$ cat src/rtl/dpc_pkg.sv
// ----------------------------------------------------------------------------
// dpc_pkg
// Types and fixed constants of the debounced pulse counter.
// ----------------------------------------------------------------------------
package dpc_pkg;

	localparam int unsigned SAMPLE_W = 8;
	localparam int unsigned CHAN_W   = 3;
	localparam int unsigned MODE_W   = 2;
	localparam int unsigned COUNT_W  = 32;
	localparam int unsigned TICK_LO_W = 16;
	localparam int unsigned TICK_HI_W = 8;
	localparam int unsigned MASK_W   = 8;

	localparam logic [MASK_W-1:0] SAVE_MASK_RESET = 8'h15;

	localparam logic [MODE_W-1:0] MODE_TICK  = 2'd0;
	localparam logic [MODE_W-1:0] MODE_CLEAR = 2'd1;
	localparam logic [MODE_W-1:0] MODE_READ  = 2'd2;

	typedef struct packed {
		logic [MODE_W-1:0]   mode;
		logic [SAMPLE_W-1:0] sample;
		logic [CHAN_W-1:0]   channel;
	} item_t;

	typedef struct packed {
		logic [SAMPLE_W-1:0] edges;
		logic [SAMPLE_W-1:0] level;
		logic                save_request;
		logic [COUNT_W-1:0]  count_value;
	} result_t;

endpackage

$ cat src/rtl/dpc_if.sv
// ----------------------------------------------------------------------------
// dpc_if
// Valid/ready channels of the debounced pulse counter.
// ----------------------------------------------------------------------------
interface dpc_item_if import dpc_pkg::*; ();
	logic  valid;
	logic  ready;
	item_t data;

	modport source (output valid, output data, input ready);
	modport sink   (input valid, input data, output ready);
endinterface

interface dpc_result_if import dpc_pkg::*; ();
	logic    valid;
	logic    ready;
	result_t data;

	modport source (output valid, output data, input ready);
	modport sink   (input valid, input data, output ready);
endinterface

interface dpc_cfg_if import dpc_pkg::*; ();
	logic              valid;
	logic              ready;
	logic [MASK_W-1:0] data;

	modport source (output valid, output data, input ready);
	modport sink   (input valid, input data, output ready);
endinterface

$ cat src/rtl/debounced_pulse_counter_core.sv
// ----------------------------------------------------------------------------
// debounced_pulse_counter_core
// Multichannel debounced pulse counter with periodic save request.
// ----------------------------------------------------------------------------
// One item is accepted every cycle unless both registers are full and the
// result is stalled. An accepted item sits in an input register, is processed
// against the ring, level and counter state in a single pass and then moves
// into the result register, from which its result is offered; a stalled
// result holds the input stage and back-pressure reaches the item channel
// only when both registers are full. Mode 0 is a sample tick, mode 1 clears
// all pulse counters and requests a save, mode 2 reads one counter; mode 3
// changes no state but still yields a result. Debounce needs WINDOW equal
// samples; save_mask may be written at any idle moment and is always ready.
// ----------------------------------------------------------------------------
module debounced_pulse_counter_core
	import dpc_pkg::*;
#(
	parameter int unsigned WINDOW       = 10,
	parameter int unsigned NUM_CHANNELS = 2
) (
	input  logic          clk,
	input  logic          arst_n,
	dpc_item_if.sink      item_ch,
	dpc_result_if.source  result_ch,
	dpc_cfg_if.sink       cfg_ch
);

	localparam int unsigned SLOT_W = (WINDOW > 1) ? $clog2(WINDOW) : 1;
	localparam logic [SLOT_W-1:0] SLOT_LAST = SLOT_W'(WINDOW - 1);

	// input stage
	logic  valid_s1;
	item_t item_s1;

	// state
	logic [SAMPLE_W-1:0]  hist_q [WINDOW];
	logic [SLOT_W-1:0]    slot_q;
	logic [SAMPLE_W-1:0]  level_q;
	logic [COUNT_W-1:0]   count_q [NUM_CHANNELS];
	logic [TICK_LO_W-1:0] tick_lo_q;
	logic [TICK_HI_W-1:0] tick_hi_q;
	logic                 changed_q;
	logic [MASK_W-1:0]    save_mask_q;

	// output stage
	logic    out_valid_q;
	result_t result_q;

	logic advance;

	logic [SAMPLE_W-1:0]  all_ones;
	logic [SAMPLE_W-1:0]  any_one;
	logic [SAMPLE_W-1:0]  level_nxt;
	logic [SAMPLE_W-1:0]  edges_nxt;
	logic [TICK_HI_W-1:0] tick_hi_inc;
	logic                 changed_nxt;
	logic                 carry;
	logic                 save_tick;
	logic [COUNT_W-1:0]   read_value;
	logic                 is_tick;
	result_t              result_nxt;

	assign advance       = valid_s1 && (!out_valid_q || result_ch.ready);
	assign item_ch.ready = !valid_s1 || advance;
	assign cfg_ch.ready  = 1'b1;
	assign is_tick       = (item_s1.mode == MODE_TICK);

	// debounce over the ring, with the current slot replaced by the new sample
	always_comb begin
		all_ones = '1;
		any_one  = '0;
		for (int k = 0; k < WINDOW; k++) begin
			if (slot_q == SLOT_W'(k)) begin
				all_ones &= item_s1.sample;
				any_one  |= item_s1.sample;
			end else begin
				all_ones &= hist_q[k];
				any_one  |= hist_q[k];
			end
		end
	end

	assign level_nxt = all_ones | (level_q & any_one);

	always_comb begin
		edges_nxt = '0;
		for (int k = 0; k < NUM_CHANNELS; k++) begin
			edges_nxt[k] = all_ones[k] & ~level_q[k];
		end
	end

	assign changed_nxt = changed_q | (|edges_nxt);
	assign carry       = (tick_lo_q == '1);
	assign tick_hi_inc = tick_hi_q + 1'b1;
	assign save_tick   = carry && ((tick_hi_inc & save_mask_q) == '0) && changed_nxt;

	always_comb begin
		read_value = '0;
		for (int k = 0; k < NUM_CHANNELS; k++) begin
			if (item_s1.channel == CHAN_W'(k)) begin
				read_value = count_q[k];
			end
		end
	end

	always_comb begin
		result_nxt = '0;
		result_nxt.level = level_q;
		unique case (item_s1.mode)
			MODE_TICK: begin
				result_nxt.edges        = edges_nxt;
				result_nxt.level        = level_nxt;
				result_nxt.save_request = save_tick;
			end
			MODE_CLEAR: begin
				result_nxt.save_request = 1'b1;
			end
			MODE_READ: begin
				result_nxt.count_value = read_value;
			end
			default: begin
			end
		endcase
	end

	// input register
	always_ff @(posedge clk or negedge arst_n) begin
		if (!arst_n) begin
			valid_s1 <= 1'b0;
		end else if (item_ch.ready) begin
			valid_s1 <= item_ch.valid;
		end
	end

	always_ff @(posedge clk) begin
		if (item_ch.valid && item_ch.ready) begin
			item_s1 <= item_ch.data;
		end
	end

	// configuration
	always_ff @(posedge clk or negedge arst_n) begin
		if (!arst_n) begin
			save_mask_q <= SAVE_MASK_RESET;
		end else if (cfg_ch.valid) begin
			save_mask_q <= cfg_ch.data;
		end
	end

	// state update
	always_ff @(posedge clk or negedge arst_n) begin
		if (!arst_n) begin
			for (int k = 0; k < WINDOW; k++) begin
				hist_q[k] <= '0;
			end
			for (int k = 0; k < NUM_CHANNELS; k++) begin
				count_q[k] <= '0;
			end
			slot_q    <= '0;
			level_q   <= '0;
			tick_lo_q <= '0;
			tick_hi_q <= '0;
			changed_q <= 1'b0;
		end else if (advance) begin
			if (is_tick) begin
				for (int k = 0; k < WINDOW; k++) begin
					if (slot_q == SLOT_W'(k)) begin
						hist_q[k] <= item_s1.sample;
					end
				end
				slot_q    <= (slot_q == SLOT_LAST) ? '0 : slot_q + 1'b1;
				level_q   <= level_nxt;
				tick_lo_q <= tick_lo_q + 1'b1;
				for (int k = 0; k < NUM_CHANNELS; k++) begin
					if (edges_nxt[k]) begin
						count_q[k] <= count_q[k] + 1'b1;
					end
				end
				if (carry) begin
					tick_hi_q <= tick_hi_inc;
				end
				// a save request consumes the pending change
				changed_q <= changed_nxt && !save_tick;
			end else if (item_s1.mode == MODE_CLEAR) begin
				for (int k = 0; k < NUM_CHANNELS; k++) begin
					count_q[k] <= '0;
				end
			end
		end
	end

	// result register
	always_ff @(posedge clk or negedge arst_n) begin
		if (!arst_n) begin
			out_valid_q <= 1'b0;
		end else if (advance) begin
			out_valid_q <= 1'b1;
		end else if (result_ch.ready) begin
			out_valid_q <= 1'b0;
		end
	end

	always_ff @(posedge clk) begin
		if (advance) begin
			result_q <= result_nxt;
		end
	end

	assign result_ch.valid = out_valid_q;
	assign result_ch.data  = result_q;

endmodule

$ cat src/flat_wrapper.sv
// flat-port wrapper written by rule: the top's interface ports become plain ports
module debounced_pulse_counter_core_flat import dpc_pkg::*;
#(
	parameter int unsigned WINDOW       = 10,
	parameter int unsigned NUM_CHANNELS = 2
)
  (clk, arst_n, item_ch_valid, item_ch_data, item_ch_ready, result_ch_valid, result_ch_data, result_ch_ready, cfg_ch_valid, cfg_ch_data, cfg_ch_ready);
  dpc_item_if item_ch_i ();
  dpc_result_if result_ch_i ();
  dpc_cfg_if cfg_ch_i ();
  input  logic clk;
  input  logic arst_n;
  input wire logic [$bits(item_ch_i.valid)-1:0] item_ch_valid;
  input wire logic [$bits(item_ch_i.data)-1:0] item_ch_data;
  output wire logic [$bits(item_ch_i.ready)-1:0] item_ch_ready;
  output wire logic [$bits(result_ch_i.valid)-1:0] result_ch_valid;
  output wire logic [$bits(result_ch_i.data)-1:0] result_ch_data;
  input wire logic [$bits(result_ch_i.ready)-1:0] result_ch_ready;
  input wire logic [$bits(cfg_ch_i.valid)-1:0] cfg_ch_valid;
  input wire logic [$bits(cfg_ch_i.data)-1:0] cfg_ch_data;
  output wire logic [$bits(cfg_ch_i.ready)-1:0] cfg_ch_ready;
  assign item_ch_i.valid = item_ch_valid;
  assign item_ch_i.data = item_ch_data;
  assign item_ch_ready = item_ch_i.ready;
  assign result_ch_valid = result_ch_i.valid;
  assign result_ch_data = result_ch_i.data;
  assign result_ch_i.ready = result_ch_ready;
  assign cfg_ch_i.valid = cfg_ch_valid;
  assign cfg_ch_i.data = cfg_ch_data;
  assign cfg_ch_ready = cfg_ch_i.ready;
  debounced_pulse_counter_core #(.WINDOW(WINDOW), .NUM_CHANNELS(NUM_CHANNELS)) u_core (.clk(clk), .arst_n(arst_n), .item_ch(item_ch_i), .result_ch(result_ch_i), .cfg_ch(cfg_ch_i));
endmodule
$ cat config.mk
export PLATFORM = sky130hd
export DESIGN_NAME = debounced_pulse_counter_core_flat
export DESIGN_NICKNAME = d
export VERILOG_FILES = /design/src/rtl/dpc_pkg.sv /design/src/rtl/dpc_if.sv /design/src/rtl/debounced_pulse_counter_core.sv /design/src/flat_wrapper.sv
export SDC_FILE = /design/constraint.sdc
export NUM_CORES = 1
export LEC_CHECK = 0
export BUFFER_PORTS_ARGS = -buffer_cell sky130_fd_sc_hd__buf_4
export CAP_MARGIN = 20
export CORE_MARGIN = 2
export CORE_UTILIZATION = 55
export DETAILED_ROUTE_END_ITERATION = 7
export HOLD_SLACK_MARGIN = 0.02
export PLACE_DENSITY = 0.73
export SLEW_MARGIN = 20
export SYNTH_ARGS = -nofsm -noshare
export SYNTH_HDL_FRONTEND = slang
export SYNTH_SLANG_ARGS = --single-unit
export TNS_END_PERCENT = 10
$ cat constraint.sdc
create_clock -name clk -period 3.6 [get_ports clk]
set_input_delay 0.18 -clock clk [delete_from_list [all_inputs] [get_ports clk]]
set_output_delay 0.18 -clock clk [all_outputs]
set_load 0.01 [all_outputs]
Yosys cells after proc, flatten, opt, wreduce, memory -nomap -nowiden. Index checks and enable logic that the tools add are counted.

Logic and storage cells: 152. Input port bits: 26. Register bits after elaboration: 253. Output and inout port bits: 52.

Add/sub/neg operators: 5. Eq/ne operators: 15. Muxes and demuxes: 30. Bitwise logic cells: 44. Reduce and logical (&&, ||, !) cells: 30.

Operators with widths (count): bitwise AND 8 bit (20); two-way mux 8 bit (20); OR 8 bit (19); two-way mux 32 bit (4); two-way mux 64 bit (2); adder 32 x 1 -> 32 bit (second input constant) (2); AND reduction 3 bit (12); adder 16 x 1 -> 16 bit (second input constant) (1); == test 16 bit (second input constant) (1); == test 4 x 3 -> 1 bit (second input constant) (4); adder 8 x 1 -> 8 bit (second input constant) (1); == test 4 x 2 -> 1 bit (second input constant) (2); == test 4 bit (second input constant) (2); logical NOT 8 bit (1); logical AND 1 bit (5); adder 4 x 1 -> 4 bit (second input constant) (1); == test 4 x 1 -> 1 bit (second input constant) (1); logical NOT 4 bit (1); two-way mux 4 bit (1); inequality test 2 x 1 -> 1 bit (second input constant) (2); nonzero test 2 bit (2); == test 3 x 1 -> 1 bit (second input constant) (1); logical NOT 1 bit (3); logical NOT 3 bit (1); 11 further kinds (15).

Depth between registers and ports, before layout. Gate-level depths: netlist of run 1.

Depth in word-level cells: 26. Depth in mapped cells: 9. Gate-level depth less buffers: 7.

Worst setup path after synthesis of run 1. OpenSTA, ideal clock, no wires.

Kind: reg2reg. Start: reg u_core.slot_q[2]. End: reg u_core.count_q[46] (netlist name). Clock period less this slack: 2.864 ns. Slack: 0.736 ns. Stages on the path, launching flop included: 10. Library setup time: 0.126 ns. Required time: 3.474 ns. Path buffers: 3. Arrival time: 2.738 ns. Cell sequence: dfrtp_1 buf_6 nor4bb_1 clkbuf_1 mux2i_1 or4_4 o41a_1 or2_0 buf_2 a221o_1.

Word-level cells in the longest chain between the ends: 23. Elaborated cells on any way between the ends: 41. Those cells by class: eq/ne: 10; mux: 10; bitwise: 19; reduce/logical: 2.

RTL lines: start: declaration (RTL line debounced_pulse_counter_core.sv:37) `logic [SLOT_W-1:0] slot_q;`; start signal: assignment (RTL line debounced_pulse_counter_core.sv:171) `slot_q <= (slot_q == SLOT_LAST) ? '0 : slot_q + 1'b1;`; logical NOT 4 bit (RTL line debounced_pulse_counter_core.sv:73) `if (slot_q == SLOT_W'(k)) begin`; two-way mux 8 bit (RTL line debounced_pulse_counter_core.sv:73); bitwise AND 8 bit, on equally long branches (RTL line debounced_pulse_counter_core.sv:77, debounced_pulse_counter_core.sv:74); two-way mux 8 bit (RTL line debounced_pulse_counter_core.sv:73); bitwise AND 8 bit, on equally long branches (RTL line debounced_pulse_counter_core.sv:77, debounced_pulse_counter_core.sv:74); two-way mux 8 bit (RTL line debounced_pulse_counter_core.sv:73); bitwise AND 8 bit, on equally long branches (RTL line debounced_pulse_counter_core.sv:77, debounced_pulse_counter_core.sv:74); two-way mux 8 bit (RTL line debounced_pulse_counter_core.sv:73); [... 7 more ...]; two-way mux 8 bit (RTL line debounced_pulse_counter_core.sv:73); bitwise AND 8 bit, on equally long branches (RTL line debounced_pulse_counter_core.sv:77, debounced_pulse_counter_core.sv:74); two-way mux 8 bit (RTL line debounced_pulse_counter_core.sv:73); bitwise AND 8 bit, on equally long branches (RTL line debounced_pulse_counter_core.sv:77, debounced_pulse_counter_core.sv:74); two-way mux 8 bit * (RTL line debounced_pulse_counter_core.sv:73); bitwise AND 1 bit * (RTL line debounced_pulse_counter_core.sv:88) `edges_nxt[k] = all_ones[k] & ~level_q[k];`; inequality test 2 x 1 -> 1 bit (no line) *; AND reduction 3 bit (no line) *; end signal: indexed assignment (RTL line debounced_pulse_counter_core.sv:176) `count_q[k] <= count_q[k] + 1'b1;`; end: declaration (RTL line debounced_pulse_counter_core.sv:39) `logic [COUNT_W-1:0] count_q [NUM_CHANNELS];`.

Mark *: on every way between the ends. The rest lies on a longest branch, timed or not. A chain may end at the register's enable or synchronous reset.

Final worst setup path of run 1.
Start: reg u_core.slot_q[3]. End: reg u_core.count_q[61] (netlist name).

Same word-level chain as after synthesis.

==> results of run 1 <==
-- worst max-delay path, stage by stage (launching register included) --
cell      delay, ns
dfrtp_1        0.66
nor4bb_1       0.53
mux2i_1        0.18
or4_4          0.59
o41a_1         0.39
or2_0          0.41
a221o_1        0.44
-- flip-flops by register name, indices dropped and copies added (netlist names) --
name / cells
u_core.save_mask_q: 8
u_core.changed_q: 1
u_core.result_ch.data: 43
u_core.count_q: 64
u_core.result_ch.valid: 1
u_core.hist_q: 80
u_core.level_q: 8
u_core.tick_hi_q: 8
u_core.item_s1: 13
u_core.valid_s1: 1
u_core.slot_q: 4
u_core.tick_lo_q: 16
-- cells by family after synthesis --
family / count (synthesis) / synth area share, %
AO/OA/AOI/OAI: 365 / 17.9
XOR/XNOR: 31 / 2.07
adder cells (fa/ha/maj): 4 / 0.382
buffers and inverters: 121 / 3.88
flip-flops: 247 / 49.4
multiplexers: 102 / 8.55
other: 2 / 0.0574
AND/OR/NAND/NOR: 462 / 17.8
-- placed cells by master, fill, tap and decap left out, types with 7 or more instances in the layout --
cell type	instances
dfrtp_1	187
nand2_1	144
o21ai_0	116
nor2_1	106
buf_4	100
mux2_2	79
edfxtp_1	56
a21oi_1	54
a22oi_1	49
nand3_1	44
inv_1	43
dlygate4sd3_1	35
a31oi_1	32
nor3_1	30
clkbuf_16	28
nand4_1	26
xnor2_1	24
mux2i_1	23
and3_1	21
o211ai_1	14
o21a_1	14
o22ai_1	13
nand2b_1	12
nor2b_1	11
nor4_1	11
and2_1	10
a22o_1	9
a211oi_1	8
o31ai_1	8
xor2_1	7
conb_1	7
clkinv_2	7
-- metal layers --
metal  share of wire, %  GRT usage [%]  vias up
met5                  0              0        -
met4                4.5           12.7        0
met3                7.3           4.33      102
met2                 48           46.6      521
met1                 41           38.7     5371
li1                   -              -     5127
-- repair_timing --
| action | in CTS | in global routing |
|---|---|---|
| setup buffers | 0 | 0 |
| hold endpoints to repair | 96 | 0 |
| setup endpoints to repair | 0 | 0 |
| hold buffers | 35 | 0 |
-- power by group --
part / leakage, nW / switching (W) / total (W) / internal [W]
Clock: 0.470 / 0.00116 / 0.00294 / 0.00178
Combinational: 2.70 / 0.00142 / 0.00253 / 0.00111
Sequential: 3.08 / 0.000566 / 0.00388 / 0.00332
-- path summary, 6_finish.rpt --
kind,to,slack (ns),depth (start not counted)
min,u_core.hist_q[78],0.22,2
max in group asynchronous,u_core.hist_q[14],2.50,3
max,u_core.count_q[61],0.28,6
max reg2reg,u_core.count_q[61],0.28,6
min reg2reg,u_core.tick_lo_q[7],0.46,1
min in group clk,u_core.item_s1[8],0.35,2
-- through the flow --
| stage | total power, W | cells | instance area (µm²) |
|---|---|---|---|
| final | 0.00935 | 1772 | 15300 |
| after global routing | 0.00979 | 1772 | 15300 |
| after CTS | 0.00933 | 1772 | 15300 |
| after detailed placement | 0.00634 | 1685 | 14000 |
| after global placement | 0.00629 | 1685 | 14000 |
| after floorplan | 0.00551 | 1339 | 13100 |
-- layout make-up --
class                      instances  share of cell area (%)
tap                              319                    2.61
sequential                       247                    42.2
multi-input combinational        971                    40.3
clock inverter                    17                    1.32
timing repair buffer             138                    7.54
inverter                          45                    1.10
clock buffer                      35                    4.94
==> results_dict.tcl, run 1 <==
set metrics [dict create \
    overflow 0 \
    critPathRequiredTime_ns 4.03 \
    antenna_found_initial 0 \
    synth.ff_latch_count 247 \
    totalWireLength_um 35600 \
    drt_iter0_markers 1045 \
    synth_edf_count 56 \
    diodes 0 \
    p_leak_nw 6.24 \
    p_per_area_nw_per_um2 611 \
    worstMarginPinSlew_ns 1.04 \
    core_area_um2 23400 \
    worst_slack_ns 0.275 \
    fp-row-count 56 \
    die_h_um 158 \
    min_period_over_period_pct 92.4 \
    finalSetupTns_ns 0 \
    cts_resized 0 \
    path_max_fanout 11 \
    htree_levels 1 \
    ir_drop_mv 0.523 \
    syn_area_um2 13100 \
    preCtsSetupSlack_ns 0.303 \
    routed_via_density 6.28 \
    worst_hold_slack_ns 0.222 \
    die_x_um 158 \
    final_util_pct 65.5 \
    synth_most_common_cell "dfrtp_1" \
    grt_pass1_wl_um 56600 \
    drive_gt1_share_pct 17.5 \
    drv_slew 0 \
    slew_headroom_pct 30.4 \
    vias 11100 \
    wl_per_cell_um 20.1 \
    clk-insertion-delay-late_ns 0.55 \
    ioPinCount 78 \
    post-synth-top-area-cell "dfrtp_1" \
    synth_area_leaders "dfrtp_1 (36%), edfxtp_1 (13%), mux2_2 (6.8%), o21ai_0 (4.4%), nand2_1 (4.2%)" \
    ant_nets 0 \
    startpoint "u_core.slot_q[3]" \
    clockBufferDepth 3 \
    critPathKind "flip-flop to flip-flop" \
    end_kind "flip-flop" \
    clock-sinks 247 \
    grt_pass1_vias 10400 \
    first_pass_iters 6 \
    multiInputGateArea_um2 6170 \
    synth_sequential_area_ratio_pct 49.4 \
    synth.distinct_cells 73 \
    hold_violations 0 \
    initial_core_util_pct 55.9 \
    avgSynthCellArea_um2 9.81 \
    port_buffers 70 \
    r2r_start "u_core.slot_q[3]" \
    synth_ff_type "dfrtp_1" \
    yosys.area.top_type_share_pct 35.9 \
    ys_warn_count 0 \
    hp-class "primary input to asynchronous set/reset pin" \
    rsz0062_at_grt "no" \
    synth_common_cells "dfrtp_1 (188), nand2_1 (145), o21ai_0 (116), nor2_1 (106), mux2_2 (79)" \
    fillerInstances 1887 \
    arrival_ns 3.76 \
    async_flop_share_pct 77.3 \
    dp_hpwl_um 23400 \
    drc 0 \
    max-cap-violations 0 \
    numCtsBuffers 28 \
    place_congestion 0.976 \
    clkTransAtPathRegs_ns 0.06 \
    cp-start-kind "flip-flop" \
    synthCells 1334 \
    seq_area_um2 6470 \
    area_growth_pct 17.0 \
    grt_max_degree 82 \
    status "finished clean" \
    fin_crit_ns 3.32 \
    root_buffer "clkbuf_16" \
    skew_ns 0.0119 \
    cts_tree "built" \
    fmax_ghz 0.301 \
    fin_nets 1461 \
    setup_viol 0 \
    die_area_um2 25000 \
    track_usage_pct 28.8 \
]
Note: power is estimated with default switching activity, not from simulation.
==> run 2: changes to the inputs <==
--- a/config.mk
+++ b/config.mk
@@ -8,10 +8,10 @@
 export BUFFER_PORTS_ARGS = -buffer_cell sky130_fd_sc_hd__buf_4
 export CAP_MARGIN = 20
 export CORE_MARGIN = 2
-export CORE_UTILIZATION = 55
+export CORE_UTILIZATION = 60
 export DETAILED_ROUTE_END_ITERATION = 7
 export HOLD_SLACK_MARGIN = 0.02
-export PLACE_DENSITY = 0.73
+export PLACE_DENSITY = 0.79
 export SLEW_MARGIN = 20
 export SYNTH_ARGS = -nofsm -noshare
 export SYNTH_HDL_FRONTEND = slang
==> run 2 against run 1 <==
Net effect:
- hold slack better by 0.096 ns
- non-clock buffer count down 1
- first-iteration DRC count up 11%
- sequential power about the same
- routed wire length up 0.25%
- design area down 0.58%
- clock power about the same
- critical path depth unchanged
- sequential share of layout area up 0.25 points
- via count up 1.0%
- critical endpoint is now u_core.count_q[55]
- highest routed layer unchanged
==> results_dict.tcl, run 2 (same netlist as run 1, synthesis figures left out) <==
set metrics [dict create \
    status "finished clean" \
    port_buffers 70 \
    slew_headroom_pct 31.5 \
    drive_gt1_share_pct 17.3 \
    r2r_start "u_core.slot_q[0]" \
    ant_nets 0 \
    area_growth_pct 16.4 \
    regMostFlops "u_core.hist_q" \
    drc 0 \
    p_per_area_nw_per_um2 609 \
    stdcell_area_um2 15200 \
    timing.rr.end "u_core.count_q[55]" \
    drt_iter0_markers 1165 \
    grt_pass1_vias 10500 \
    hold_violations 0 \
    final_common_cell "dfrtp_1" \
    place_congestion 0.968 \
    hp-class "primary input to asynchronous set/reset pin" \
    clk-insertion-delay-late_ns 0.55 \
    setup_viol 0 \
    initial_core_util_pct 60.5 \
    numCtsBuffers 27 \
    worstMarginPinSlew_ns 1.03 \
    drv_slew 0 \
    cts_tree "built" \
    critPathKind "flip-flop to flip-flop" \
    layout_common_cells "dfrtp_1 (187), nand2_1 (144), o21ai_0 (116), nor2_1 (106), buf_4 (100)" \
    diodes 0 \
    critPathRequiredTime_ns 4.02 \
    fin_nets 1459 \
    path_max_fanout 11 \
    die_x_um 152 \
    end_kind "flip-flop" \
    die_area_um2 23000 \
    root_buffer "clkbuf_16" \
    rsz0062_at_grt "no" \
    core_area_um2 21600 \
    first_pass_iters 5 \
    finalSetupTns_ns 0 \
    skew_ns 0.0195 \
    total_power_w 0.00928 \
    htree_levels 1 \
    totalWireLength_um 35600 \
    ioPinCount 78 \
    ir_drop_mv 0.445 \
    fp-row-count 54 \
    overflow 0 \
    cts_resized 0 \
    fmax_ghz 0.294 \
    routed_via_density 6.49 \
    largest_reg_flops 80 \
    fin_crit_ns 3.40 \
    dpl-instance-area_um2 13900 \
    arrival_ns 3.81 \
    reg2reg_depth 6 \
    clockBufferDepth 3 \
    dp_hpwl_um 23600 \
    grt_pass1_wl_um 56200 \
    max-cap-violations 0 \
    clkTransAtPathRegs_ns 0.06 \
    p_leak_nw 6.23 \
    antenna_found_initial 0 \
    cp-start-kind "flip-flop" \
    track_usage_pct 31.1 \
    vias 11200 \
    die_h_um 152 \
    r2r_slack_ns 0.20 \
    min_period_over_period_pct 94.4 \
    clock-sinks 247 \
    wl_per_cell_um 20.6 \
    grt_max_degree 109 \
]
## run 2: critical path, cell delays in order (launching register included)
cell and delay [ns]:
dfrtp_1 0.65, nor4bb_1 0.48, mux2i_1 0.18, or4_4 0.59, o41a_1 0.51, or2_0 0.42, a221o_1 0.43
## run 2: worst max path at each step
stage,cells past startpoint,end,from,slack (ns)
floorplan,9,u_core.count_q[46],u_core.slot_q[2],0.74
CTS,6,u_core.count_q[55],u_core.slot_q[0],0.22
global placement,6,u_core.count_q[49],u_core.slot_q[0],0.40
global route,6,u_core.count_q[35],u_core.slot_q[0],0.09
detailed placement,6,u_core.count_q[55],u_core.slot_q[0],0.26
finish,6,u_core.count_q[55],u_core.slot_q[0],0.20
## run 2: through the flow
stage	hold slack (ns)	worst slack [ns]	instances	util, %
after floorplan	-0.116	0.736	1339	-
after global placement	0.358	0.404	1645	64.4
after detailed placement	0.359	0.260	1645	64.4
after CTS	0.329	0.223	1730	70.4
after global routing	0.343	0.0877	1730	70.5
final	0.318	0.202	1730	70.5
## run 2: report_power, final
group / leakage [nW] / total (W) / switching [W] / internal [W]
clock network: 0.463 / 0.00291 / 0.00115 / 0.00177
logic: 2.69 / 0.00251 / 0.00142 / 0.00109
registers: 3.08 / 0.00386 / 0.000545 / 0.00332
## run 2: metal layers
metal / up-vias / global-route usage [%] / wire [µm]
met5: - / 0 / 0
met4: 0 / 12.9 / 1640
met3: 120 / 4.40 / 2930
met2: 563 / 50.6 / 16700
met1: 5434 / 42.2 / 14300
li1: 5119 / - / -
## run 2: cell type report
class / instances / area, µm²
fillers: 1641 / 6390
flip-flops and latches: 247 / 6470
repair buffers: 137 / 1130
clock inverters: 10 / 140
multi-input cells: 971 / 6170
inverters: 45 / 169
clock buffers: 40 / 806
well taps: 280 / 350
## run 2: what timing repair did
| item | CTS | global route |
|---|---|---|
| endpoints found under the hold margin | 126 | 0 |
| hold buffers | 35 | 0 |
| setup buffers | 0 | 0 |
